--- config.mk ---
export PLATFORM = sky130hd
export DESIGN_NAME = windowed_timing_stats
export DESIGN_NICKNAME = d
export VERILOG_FILES = /design/src/hw/rtl/wts_pkg.sv /design/src/hw/rtl/wts_store.sv /design/src/hw/rtl/wts_divsqrt.sv /design/src/hw/rtl/windowed_timing_stats.sv
export VERILOG_INCLUDE_DIRS = /design/src /design/src/hw/rtl
export SDC_FILE = /design/constraint.sdc
export NUM_CORES = 2
export LEC_CHECK = 0
export BUFFER_PORTS_ARGS = -buffer_cell sky130_fd_sc_hd__buf_2
export CAP_MARGIN = 20
export CORE_MARGIN = 1.5
export CORE_UTILIZATION = 60
export CTS_BUF_LIST = sky130_fd_sc_hd__clkbuf_4 sky130_fd_sc_hd__clkbuf_8
export DETAILED_ROUTE_END_ITERATION = 12
export PLACE_DENSITY = 0.86
export SYNTH_ARGS = -nofsm -noshare
export SYNTH_HDL_FRONTEND = slang
export SYNTH_SLANG_ARGS = --single-unit
export TNS_END_PERCENT = 1
--- constraint.sdc ---
create_clock -name clk -period 8.5 [get_ports clk]
set_input_delay 0 -clock clk [delete_from_list [all_inputs] [get_ports clk]]
set_output_delay 0 -clock clk [all_outputs]
set_load 0.01 [all_outputs]
--- src/hw/rtl/windowed_timing_stats_assert.svh ---
// ----------------------------------------------------------------------------
// Windowed timing statistics assertion macros
// Shared concurrent assertion forms, clocked on clk and disabled in reset.
// ----------------------------------------------------------------------------
`ifndef WINDOWED_TIMING_STATS_ASSERT_SVH
`define WINDOWED_TIMING_STATS_ASSERT_SVH

// same-cycle implication
`define WTS_ASSERT_IMPL(name, ante, cons, msg) \
    name: assert property (@(posedge clk) disable iff (!rst_n) (ante) |-> (cons)) \
        else $error(msg);

// next-cycle implication
`define WTS_ASSERT_NEXT(name, ante, cons, msg) \
    name: assert property (@(posedge clk) disable iff (!rst_n) (ante) |=> (cons)) \
        else $error(msg);

`endif

--- src/hw/rtl/wts_pkg.sv ---
// ----------------------------------------------------------------------------
// Windowed timing statistics package
// Sizes, transaction payload types, sequencer states and shared-unit codes.
// ----------------------------------------------------------------------------
`default_nettype none

package wts_pkg;

    localparam int WINDOW_DEPTH = 64;
    localparam int SAMPLE_BITS  = 24;

    localparam int FIELD_W   = 24;
    localparam int OUT_CNT_W = 7;

    localparam int ADDR_W = (WINDOW_DEPTH > 1) ? $clog2(WINDOW_DEPTH) : 1;
    localparam int CNT_W  = $clog2(WINDOW_DEPTH + 1);
    localparam int SQR_W  = 2 * SAMPLE_BITS;
    localparam int SQ_W   = 2 * SAMPLE_BITS + ADDR_W;
    localparam int ROOT_W = SAMPLE_BITS;
    localparam int RAD_W  = 2 * ROOT_W;
    localparam int UNIT_W = (CNT_W + 1 > ROOT_W + 2) ? CNT_W + 1 : ROOT_W + 2;
    localparam int STEP_W = $clog2(SQ_W + 1);

    localparam logic FUNC_RECORD = 1'b0;
    localparam logic FUNC_QUERY  = 1'b1;

    typedef struct packed {
        logic               func;
        logic [FIELD_W-1:0] sample_us;
    } wts_req_t;

    typedef struct packed {
        logic [FIELD_W-1:0]   average_us;
        logic [FIELD_W-1:0]   maximum_us;
        logic [FIELD_W-1:0]   jitter_rms_us;
        logic [OUT_CNT_W-1:0] stored_samples;
    } wts_rsp_t;

    typedef enum logic {
        MODE_DIV,
        MODE_SQRT
    } wts_mode_t;

    typedef struct packed {
        logic      start;
        wts_mode_t mode;
    } wts_unit_ctl_t;

    typedef struct packed {
        logic busy;
        logic done;
    } wts_unit_stat_t;

    typedef enum logic [3:0] {
        ST_IDLE,
        ST_SUM_RD,
        ST_SUM_DRAIN,
        ST_MEAN_START,
        ST_MEAN_WAIT,
        ST_DEV_RD,
        ST_DEV_DRAIN,
        ST_VAR_START,
        ST_VAR_WAIT,
        ST_ROOT_START,
        ST_ROOT_WAIT,
        ST_DONE
    } wts_state_t;

endpackage

`default_nettype wire

--- src/hw/rtl/wts_store.sv ---
// ----------------------------------------------------------------------------
// Sample ring store
// One write port, one registered read port.
// ----------------------------------------------------------------------------
`default_nettype none

module wts_store
    import wts_pkg::*;
(
    input  wire logic                   clk,
    input  wire logic                   we,
    input  wire logic [ADDR_W-1:0]      waddr,
    input  wire logic [SAMPLE_BITS-1:0] wdata,
    input  wire logic [ADDR_W-1:0]      raddr,
    output logic      [SAMPLE_BITS-1:0] rdata
);

    logic [SAMPLE_BITS-1:0] mem [WINDOW_DEPTH];

    always_ff @(posedge clk)
    begin
        if (we)
        begin
            mem[waddr] <= wdata;
        end
    end

    always_ff @(posedge clk)
    begin
        rdata <= mem[raddr];
    end

endmodule

`default_nettype wire

--- src/hw/rtl/wts_divsqrt.sv ---
// ----------------------------------------------------------------------------
// Shared divide / square root unit
// Restoring division by the sample count, one quotient bit per cycle, or
// digit-by-digit integer square root, one root bit per cycle. Both modes
// share one compare-subtract.
// ----------------------------------------------------------------------------
`default_nettype none

module wts_divsqrt
    import wts_pkg::*;
(
    input  wire logic            clk,
    input  wire logic            rst_n,
    input  wire wts_unit_ctl_t   ctl,
    input  wire logic [SQ_W-1:0] operand,
    input  wire logic [CNT_W-1:0] divisor,
    output wts_unit_stat_t       stat,
    output logic [SQ_W-1:0]      quotient,
    output logic [ROOT_W-1:0]    root
);

    logic              busy_reg, busy_next;
    logic              done_reg, done_next;
    wts_mode_t         mode_reg, mode_next;
    logic [STEP_W-1:0] step_reg, step_next;
    logic [SQ_W-1:0]   sh_reg, sh_next;
    logic [UNIT_W-1:0] rem_reg, rem_next;
    logic [ROOT_W-1:0] root_reg, root_next;
    logic [CNT_W-1:0]  dvsr_reg, dvsr_next;

    logic [UNIT_W-1:0] trial_a;
    logic [UNIT_W-1:0] trial_b;
    logic [UNIT_W:0]   diff;
    logic              fit;
    logic              last;

    always_comb
    begin
        if (mode_reg == MODE_DIV)
        begin
            trial_a = UNIT_W'({rem_reg[CNT_W-1:0], sh_reg[SQ_W-1]});
            trial_b = UNIT_W'(dvsr_reg);
            last    = (step_reg == STEP_W'(SQ_W - 1));
        end
        else
        begin
            trial_a = {rem_reg[UNIT_W-3:0], sh_reg[RAD_W-1 -: 2]};
            trial_b = UNIT_W'({root_reg, 2'b01});
            last    = (step_reg == STEP_W'(ROOT_W - 1));
        end
        diff = {1'b0, trial_a} - {1'b0, trial_b};
        fit  = !diff[UNIT_W];
    end

    always_comb
    begin
        busy_next = busy_reg;
        done_next = 1'b0;
        mode_next = mode_reg;
        step_next = step_reg;
        sh_next   = sh_reg;
        rem_next  = rem_reg;
        root_next = root_reg;
        dvsr_next = dvsr_reg;
        if (ctl.start)
        begin
            busy_next = 1'b1;
            mode_next = ctl.mode;
            step_next = '0;
            sh_next   = operand;
            rem_next  = '0;
            root_next = '0;
            dvsr_next = divisor;
        end
        else if (busy_reg)
        begin
            step_next = step_reg + STEP_W'(1);
            if (mode_reg == MODE_DIV)
            begin
                rem_next = fit ? UNIT_W'(diff[CNT_W-1:0]) : UNIT_W'(trial_a[CNT_W-1:0]);
                sh_next  = {sh_reg[SQ_W-2:0], fit};
            end
            else
            begin
                rem_next  = fit ? diff[UNIT_W-1:0] : trial_a;
                root_next = {root_reg[ROOT_W-2:0], fit};
                sh_next   = sh_reg << 2;
            end
            if (last)
            begin
                busy_next = 1'b0;
                done_next = 1'b1;
            end
        end
    end

    always_ff @(posedge clk or negedge rst_n)
    begin
        if (!rst_n)
        begin
            busy_reg <= 1'b0;
            done_reg <= 1'b0;
            mode_reg <= MODE_DIV;
            step_reg <= '0;
        end
        else
        begin
            busy_reg <= busy_next;
            done_reg <= done_next;
            mode_reg <= mode_next;
            step_reg <= step_next;
        end
    end

    always_ff @(posedge clk)
    begin
        sh_reg   <= sh_next;
        rem_reg  <= rem_next;
        root_reg <= root_next;
        dvsr_reg <= dvsr_next;
    end

    assign stat.busy = busy_reg;
    assign stat.done = done_reg;
    assign quotient  = sh_reg;
    assign root      = root_reg;

endmodule

`default_nettype wire

--- src/hw/rtl/windowed_timing_stats.sv ---
// ----------------------------------------------------------------------------
// Windowed timing statistics monitor
// Records duration samples in a ring and answers queries with mean, peak
// since reset, sample count and jitter (isqrt of the mean squared deviation).
//
//   channel   direction   handshake               payload
//   req       in          req_valid / req_ready   wts_req_t (func, sample_us)
//   rsp       out         rsp_valid / rsp_ready   wts_rsp_t (four statistics)
//
// Record transaction: no response.
// Query: a sum pass and a deviation pass over the single store read port,
// each followed by the shared one-bit-per-cycle divide / square root unit.
// Empty store: both passes are skipped.
// Reset clears control state only; the store has no clearing pass.
// The response register holds a result until taken; records are accepted
// meanwhile, and a finished query waits for the register to free.
// ----------------------------------------------------------------------------
`default_nettype none

`include "windowed_timing_stats_assert.svh"

module windowed_timing_stats
    import wts_pkg::*;
(
    input  wire logic     clk,
    input  wire logic     rst_n,
    input  wire logic     req_valid,
    output logic          req_ready,
    input  wire wts_req_t req,
    output logic          rsp_valid,
    input  wire logic     rsp_ready,
    output wts_rsp_t      rsp
);

    wts_state_t             state_reg, state_next;
    logic [ADDR_W-1:0]      slot_reg, slot_next;
    logic [CNT_W-1:0]       fill_reg, fill_next;
    logic [SAMPLE_BITS-1:0] peak_reg, peak_next;
    logic [CNT_W-1:0]       idx_reg, idx_next;
    logic                   dv_reg, dv_next;
    logic                   dfv_reg, dfv_next;
    logic                   sqv_reg, sqv_next;
    logic                   rsp_valid_reg, rsp_valid_next;

    logic [SQ_W-1:0]        acc_reg, acc_next;
    logic [SAMPLE_BITS-1:0] diff_reg, diff_next;
    logic [SQR_W-1:0]       sqr_reg, sqr_next;
    logic [SAMPLE_BITS-1:0] mean_reg, mean_next;
    logic [ROOT_W-1:0]      jit_reg, jit_next;
    wts_rsp_t               rsp_reg, rsp_next;

    logic                   accept;
    logic                   rec_we;
    logic                   query_go;
    logic                   rd_issue;
    logic                   sum_phase;
    logic                   rsp_load;
    logic                   last_idx;
    logic [SAMPLE_BITS-1:0] sample_sat;
    logic [SAMPLE_BITS-1:0] rd_data;
    logic [SQ_W-1:0]        operand;
    logic [SQ_W-1:0]        quotient;
    logic [ROOT_W-1:0]      root;
    wts_unit_ctl_t          unit_ctl;
    wts_unit_stat_t         unit_stat;

    assign accept   = req_valid && req_ready;
    assign rec_we   = accept && (req.func == FUNC_RECORD);
    assign query_go = accept && (req.func == FUNC_QUERY);
    assign last_idx = (idx_reg == fill_reg - CNT_W'(1));

    assign sample_sat = (req.sample_us > FIELD_W'({SAMPLE_BITS{1'b1}})) ?
                        {SAMPLE_BITS{1'b1}} : req.sample_us[SAMPLE_BITS-1:0];

    wts_store u_store (
        .clk   (clk),
        .we    (rec_we),
        .waddr (slot_reg),
        .wdata (sample_sat),
        .raddr (idx_reg[ADDR_W-1:0]),
        .rdata (rd_data)
    );

    wts_divsqrt u_divsqrt (
        .clk      (clk),
        .rst_n    (rst_n),
        .ctl      (unit_ctl),
        .operand  (operand),
        .divisor  (fill_reg),
        .stat     (unit_stat),
        .quotient (quotient),
        .root     (root)
    );

    // next state
    always_comb
    begin
        state_next = state_reg;
        case (state_reg)
            ST_IDLE:
            begin
                if (query_go)
                begin
                    state_next = (fill_reg == '0) ? ST_DONE : ST_SUM_RD;
                end
            end
            ST_SUM_RD:
            begin
                if (last_idx)
                begin
                    state_next = ST_SUM_DRAIN;
                end
            end
            ST_SUM_DRAIN:
            begin
                if (!dv_reg)
                begin
                    state_next = ST_MEAN_START;
                end
            end
            ST_MEAN_START: state_next = ST_MEAN_WAIT;
            ST_MEAN_WAIT:
            begin
                if (unit_stat.done)
                begin
                    state_next = (fill_reg < CNT_W'(2)) ? ST_DONE : ST_DEV_RD;
                end
            end
            ST_DEV_RD:
            begin
                if (last_idx)
                begin
                    state_next = ST_DEV_DRAIN;
                end
            end
            ST_DEV_DRAIN:
            begin
                if (!dv_reg && !dfv_reg && !sqv_reg)
                begin
                    state_next = ST_VAR_START;
                end
            end
            ST_VAR_START: state_next = ST_VAR_WAIT;
            ST_VAR_WAIT:
            begin
                if (unit_stat.done)
                begin
                    state_next = ST_ROOT_START;
                end
            end
            ST_ROOT_START: state_next = ST_ROOT_WAIT;
            ST_ROOT_WAIT:
            begin
                if (unit_stat.done)
                begin
                    state_next = ST_DONE;
                end
            end
            ST_DONE:
            begin
                if (!rsp_valid_reg || rsp_ready)
                begin
                    state_next = ST_IDLE;
                end
            end
            default: state_next = ST_IDLE;
        endcase
    end

    // state outputs
    always_comb
    begin
        req_ready      = 1'b0;
        rd_issue       = 1'b0;
        sum_phase      = 1'b0;
        rsp_load       = 1'b0;
        unit_ctl.start = 1'b0;
        unit_ctl.mode  = MODE_DIV;
        operand        = acc_reg;
        case (state_reg)
            ST_IDLE:       req_ready = 1'b1;
            ST_SUM_RD:
            begin
                rd_issue  = 1'b1;
                sum_phase = 1'b1;
            end
            ST_SUM_DRAIN:  sum_phase = 1'b1;
            ST_MEAN_START: unit_ctl.start = 1'b1;
            ST_DEV_RD:     rd_issue = 1'b1;
            ST_VAR_START:  unit_ctl.start = 1'b1;
            ST_ROOT_START:
            begin
                unit_ctl.start = 1'b1;
                unit_ctl.mode  = MODE_SQRT;
                operand        = SQ_W'(quotient[RAD_W-1:0]);
            end
            ST_DONE:       rsp_load = !rsp_valid_reg || rsp_ready;
            default:       req_ready = 1'b0;
        endcase
    end

    always_comb
    begin
        slot_next      = slot_reg;
        fill_next      = fill_reg;
        peak_next      = peak_reg;
        idx_next       = idx_reg;
        dv_next        = rd_issue;
        dfv_next       = dv_reg && !sum_phase;
        sqv_next       = dfv_reg;
        rsp_valid_next = rsp_valid_reg;
        acc_next       = acc_reg;
        mean_next      = mean_reg;
        jit_next       = jit_reg;
        rsp_next       = rsp_reg;

        diff_next = (rd_data >= mean_reg) ? rd_data - mean_reg : mean_reg - rd_data;
        sqr_next  = SQR_W'(diff_reg) * SQR_W'(diff_reg);

        if (rec_we)
        begin
            slot_next = (slot_reg == ADDR_W'(WINDOW_DEPTH - 1)) ? '0 : slot_reg + ADDR_W'(1);
            if (fill_reg < CNT_W'(WINDOW_DEPTH))
            begin
                fill_next = fill_reg + CNT_W'(1);
            end
            if (sample_sat > peak_reg)
            begin
                peak_next = sample_sat;
            end
        end

        if (query_go)
        begin
            idx_next  = '0;
            acc_next  = '0;
            mean_next = '0;
            jit_next  = '0;
        end
        else if (rd_issue)
        begin
            idx_next = idx_reg + CNT_W'(1);
        end

        if (dv_reg && sum_phase)
        begin
            acc_next = acc_reg + SQ_W'(rd_data);
        end
        if (sqv_reg)
        begin
            acc_next = acc_reg + SQ_W'(sqr_reg);
        end

        if (state_reg == ST_MEAN_WAIT && unit_stat.done)
        begin
            mean_next = quotient[SAMPLE_BITS-1:0];
            acc_next  = '0;
            idx_next  = '0;
        end
        if (state_reg == ST_ROOT_WAIT && unit_stat.done)
        begin
            jit_next = root;
        end

        if (rsp_load)
        begin
            rsp_valid_next          = 1'b1;
            rsp_next.average_us     = FIELD_W'(mean_reg);
            rsp_next.maximum_us     = FIELD_W'(peak_reg);
            rsp_next.jitter_rms_us  = FIELD_W'(jit_reg);
            rsp_next.stored_samples = OUT_CNT_W'(fill_reg);
        end
        else if (rsp_ready)
        begin
            rsp_valid_next = 1'b0;
        end
    end

    always_ff @(posedge clk or negedge rst_n)
    begin
        if (!rst_n)
        begin
            state_reg     <= ST_IDLE;
            slot_reg      <= '0;
            fill_reg      <= '0;
            peak_reg      <= '0;
            idx_reg       <= '0;
            dv_reg        <= 1'b0;
            dfv_reg       <= 1'b0;
            sqv_reg       <= 1'b0;
            rsp_valid_reg <= 1'b0;
        end
        else
        begin
            state_reg     <= state_next;
            slot_reg      <= slot_next;
            fill_reg      <= fill_next;
            peak_reg      <= peak_next;
            idx_reg       <= idx_next;
            dv_reg        <= dv_next;
            dfv_reg       <= dfv_next;
            sqv_reg       <= sqv_next;
            rsp_valid_reg <= rsp_valid_next;
        end
    end

    always_ff @(posedge clk)
    begin
        acc_reg  <= acc_next;
        diff_reg <= diff_next;
        sqr_reg  <= sqr_next;
        mean_reg <= mean_next;
        jit_reg  <= jit_next;
        rsp_reg  <= rsp_next;
    end

    assign rsp_valid = rsp_valid_reg;
    assign rsp       = rsp_reg;

    `WTS_ASSERT_IMPL(a_fill_range, 1'b1, fill_reg <= CNT_W'(WINDOW_DEPTH), "fill count past depth")
    `WTS_ASSERT_IMPL(a_start_idle, unit_ctl.start, !unit_stat.busy, "unit started while busy")
    `WTS_ASSERT_IMPL(a_rsp_from_done, $rose(rsp_valid_reg), $past(state_reg == ST_DONE), "response outside done")
    `WTS_ASSERT_IMPL(a_fill_on_record, !$stable(fill_reg), $past(rec_we), "fill changed without record")
    `WTS_ASSERT_NEXT(a_peak_mono, 1'b1, peak_reg >= $past(peak_reg), "peak decreased")

endmodule

`default_nettype wire
==> results_dict.tcl <==
set metrics [dict create \
    syn_nets 7335 \
    ant_nets 0 \
    multi_input_area_sq_mm 0.0380 \
    crit_path_max_fanout 16 \
    cts_tree "built" \
    hold_viol 0 \
    fin_crit_sh 0.957 \
    synth_edf_count 1724 \
    routedWlPerCell_microns 31.4 \
    coreArea_sq_mm 0.163 \
    tightest_slew_ns 1.23 \
    async_flop_share 0.0308 \
    gp_congestion 0.934 \
    vias 62200 \
    fin_skew_ns 0.155 \
    die_y_microns 409 \
    area_delta_synth_final_pct 10.2 \
    initialDrtViolationCount 9626 \
    seq_area_sq_mm 0.0573 \
    dpl.hpwl_mm 174 \
    top_level_ports 110 \
    ys.flop_type "edfxtp_1" \
    grt_pass1_vias 63200 \
    period_minus_slack_ns 8.13 \
    die_w_microns 409 \
    largest_reg_flops 1536 \
    max-slew-margin-rel 0.182 \
    crit_path_max_incr_delay_ns 0.88 \
    insertion_delay_ns 1.08 \
    ys_seq_area_frac 0.579 \
    drive_gt1_frac 0.200 \
    cts_root_buffer "clkbuf_8" \
    crit_required_ns 9.37 \
    startpoint_type "flop" \
    fillers 10200 \
    finalSetupViolCount 0 \
    dieArea_sq_mm 0.167 \
    clockBufferDepth 4 \
    cts_buffers 316 \
    clkTransAtPathRegs_ns 0.08 \
    overflow 0 \
    clock-sinks 1982 \
    final_nets 7631 \
    drc 0 \
    avgSynthCellArea_sq_um 15.1 \
    critPathArrivalTime_ns 9.00 \
    rsz0062_at_grt "no" \
    start_util 0.606 \
    routed_wl_mm 290 \
    tns_ns 0 \
    path_common_cell "fa_1" \
    antenna_found_initial 33 \
    placed_area_sq_mm 0.102 \
    fp-row-count 148 \
    grt_use_total 0.345 \
    final_cell_area_sq_mm 0.109 \
    cp_cell_sequence "buf_4 -> nand2_1 -> fa_1 -> inv_1 -> fa_1 -> inv_1 -> fa_1 -> inv_1 -> fa_1 -> fa_1 -> fa_1 -> fa_1 -> ha_1 -> a21oi_1 -> o21ai_0 -> a21oi_1 -> nor2_1 -> o41ai_1 -> a21boi_1 -> o211ai_1 -> nand2_1 -> a2111oi_2 -> xnor2_1" \
    cp-end-kind "flop" \
    yosysWarnings 0 \
    crit_slowest_cell "o41ai_1" \
    synth_cell_type_count 85 \
    syn_area_sq_mm 0.0989 \
    cts-htree-levels 5 \
    status "completed" \
    drv_slew 0 \
    worstSetupPathType "reg -> reg" \
    maxCapViolCount 0 \
    syn_inst 6532 \
    grt_pass1_wl_mm 417 \
    via_per_inst 6.74 \
    synth_seq_cells 1982 \
    port_buffers 109 \
    hold_class "in -> reg" \
    postCtsSetupRepairBufs 0 \
    fmax_ghz 0.123 \
    dr.pass1.iters 9 \
    grt_max_degree 119 \
]
final timing paths:
path	cells after the start	slack [ns]	end	from
worst max-delay path	23	0.37	sqr_reg[46]$_DFF_P_	diff_reg[3]$_DFF_P_
min in group asynchronous	3	0.13	slot_reg[1]$_DFFE_PN0P_	rst_n
worst min register to register	0	0.37	sqv_reg$_DFF_PN0_	dfv_reg$_DFF_PN0_
worst min-delay path	2	0.05	u_store.mem[17][12]$_DFFE_PP_	req[12]
max in group asynchronous	4	6.87	idx_reg[1]$_DFFE_PN0P_	rst_n
worst max register to register	23	0.37	sqr_reg[46]$_DFF_P_	diff_reg[3]$_DFF_P_
synthesized netlist by cell type (all sizes together) (31+ instances only):
master	n	area [sq um]
a21o	106	796
a21oi	250	1250
a31oi	31	209
and2	182	1140
buf	63	277
clkbuf	251	942
dfrtp	61	1530
dfxtp	197	3940
edfxtp	1724	51800
fa	426	8530
ha	348	4350
inv	702	2640
mux2	45	507
mux2i	89	891
mux4	504	11400
nand2	446	1670
nand3	64	320
nand4	47	294
nor2	224	841
o21ai	190	955
xnor2	120	1050
xor2	70	613
worst max-delay path, delay by kind of cell, from the launching register on:
family | cells | cell delay, ns
AND/OR/NAND/NOR | 3 | 0.35
adder cells (fa/ha/maj) | 8 | 3.75
XOR/XNOR | 1 | 0.16
buffers and inverters | 4 | 0.47
AO/OA/AOI/OAI | 7 | 2.41
flip-flops | 1 | 0.86
per-stage QoR:
stage	hold slack (ns)	std cells	setup slack (ns)	utilization
floorplan	-0.296	6532	1.51	-
global placement	-0.150	8648	0.741	0.627
detailed placement	-0.143	8648	0.572	0.627
CTS	0.0614	9215	0.440	0.667
global route	0.0263	9223	0.116	0.668
finish	0.0515	9231	0.369	0.668
kinds of logic after synthesis:
logic type      count (synthesis)  share of synthesized area
flops                        1982                      0.579
simple gates                 1133                     0.0545
buf+inv                      1016                     0.0390
compound gates                799                     0.0513
fa+ha+maj                     774                      0.130
mux                           638                      0.129
xor+xnor                      190                     0.0168
layer usage:
layer  vias to the layer above  global-route usage  share of wire
li1                      24600                   -              -
met1                     30600               0.414           0.32
met2                      5427               0.541           0.47
met3                      1428              0.0900           0.12
met4                        38               0.253          0.088
met5                         -                   0        0.00097
layout make-up:
type | instances | share of cell area
inverters | 702 | 0.0242
clock inverters | 105 | 0.00771
repair buffers | 292 | 0.0196
multi-input cells | 3534 | 0.348
well taps | 2175 | 0.0250
flip-flops and latches | 1982 | 0.526
clock buffers | 431 | 0.0493
diodes | 10 | 0.000230
repair_timing:
| action | in CTS | in global routing |
|---|---|---|
| endpoints found under the hold margin | 1689 | 13 |
| endpoints found under the setup margin | 0 | 1 |
| resized for setup | 0 | 1 |
| hold buffers | 31 | 1 |
layout by cell type, fill, tap and decap left out, types with 143 or more instances in the layout:
cell / count
inv_1: 701
nand2_1: 446
and2_1: 182
a21oi_1: 249
o21ai_0: 188
edfxtp_1: 1724
dfxtp_1: 196
mux4_2: 504
nor2_1: 158
fa_1: 426
ha_1: 348
clkbuf_8: 342
buf_4: 143
Power is not shown: default switching activity piles up to over one toggle a cycle in this logic, so the estimate is an artifact.
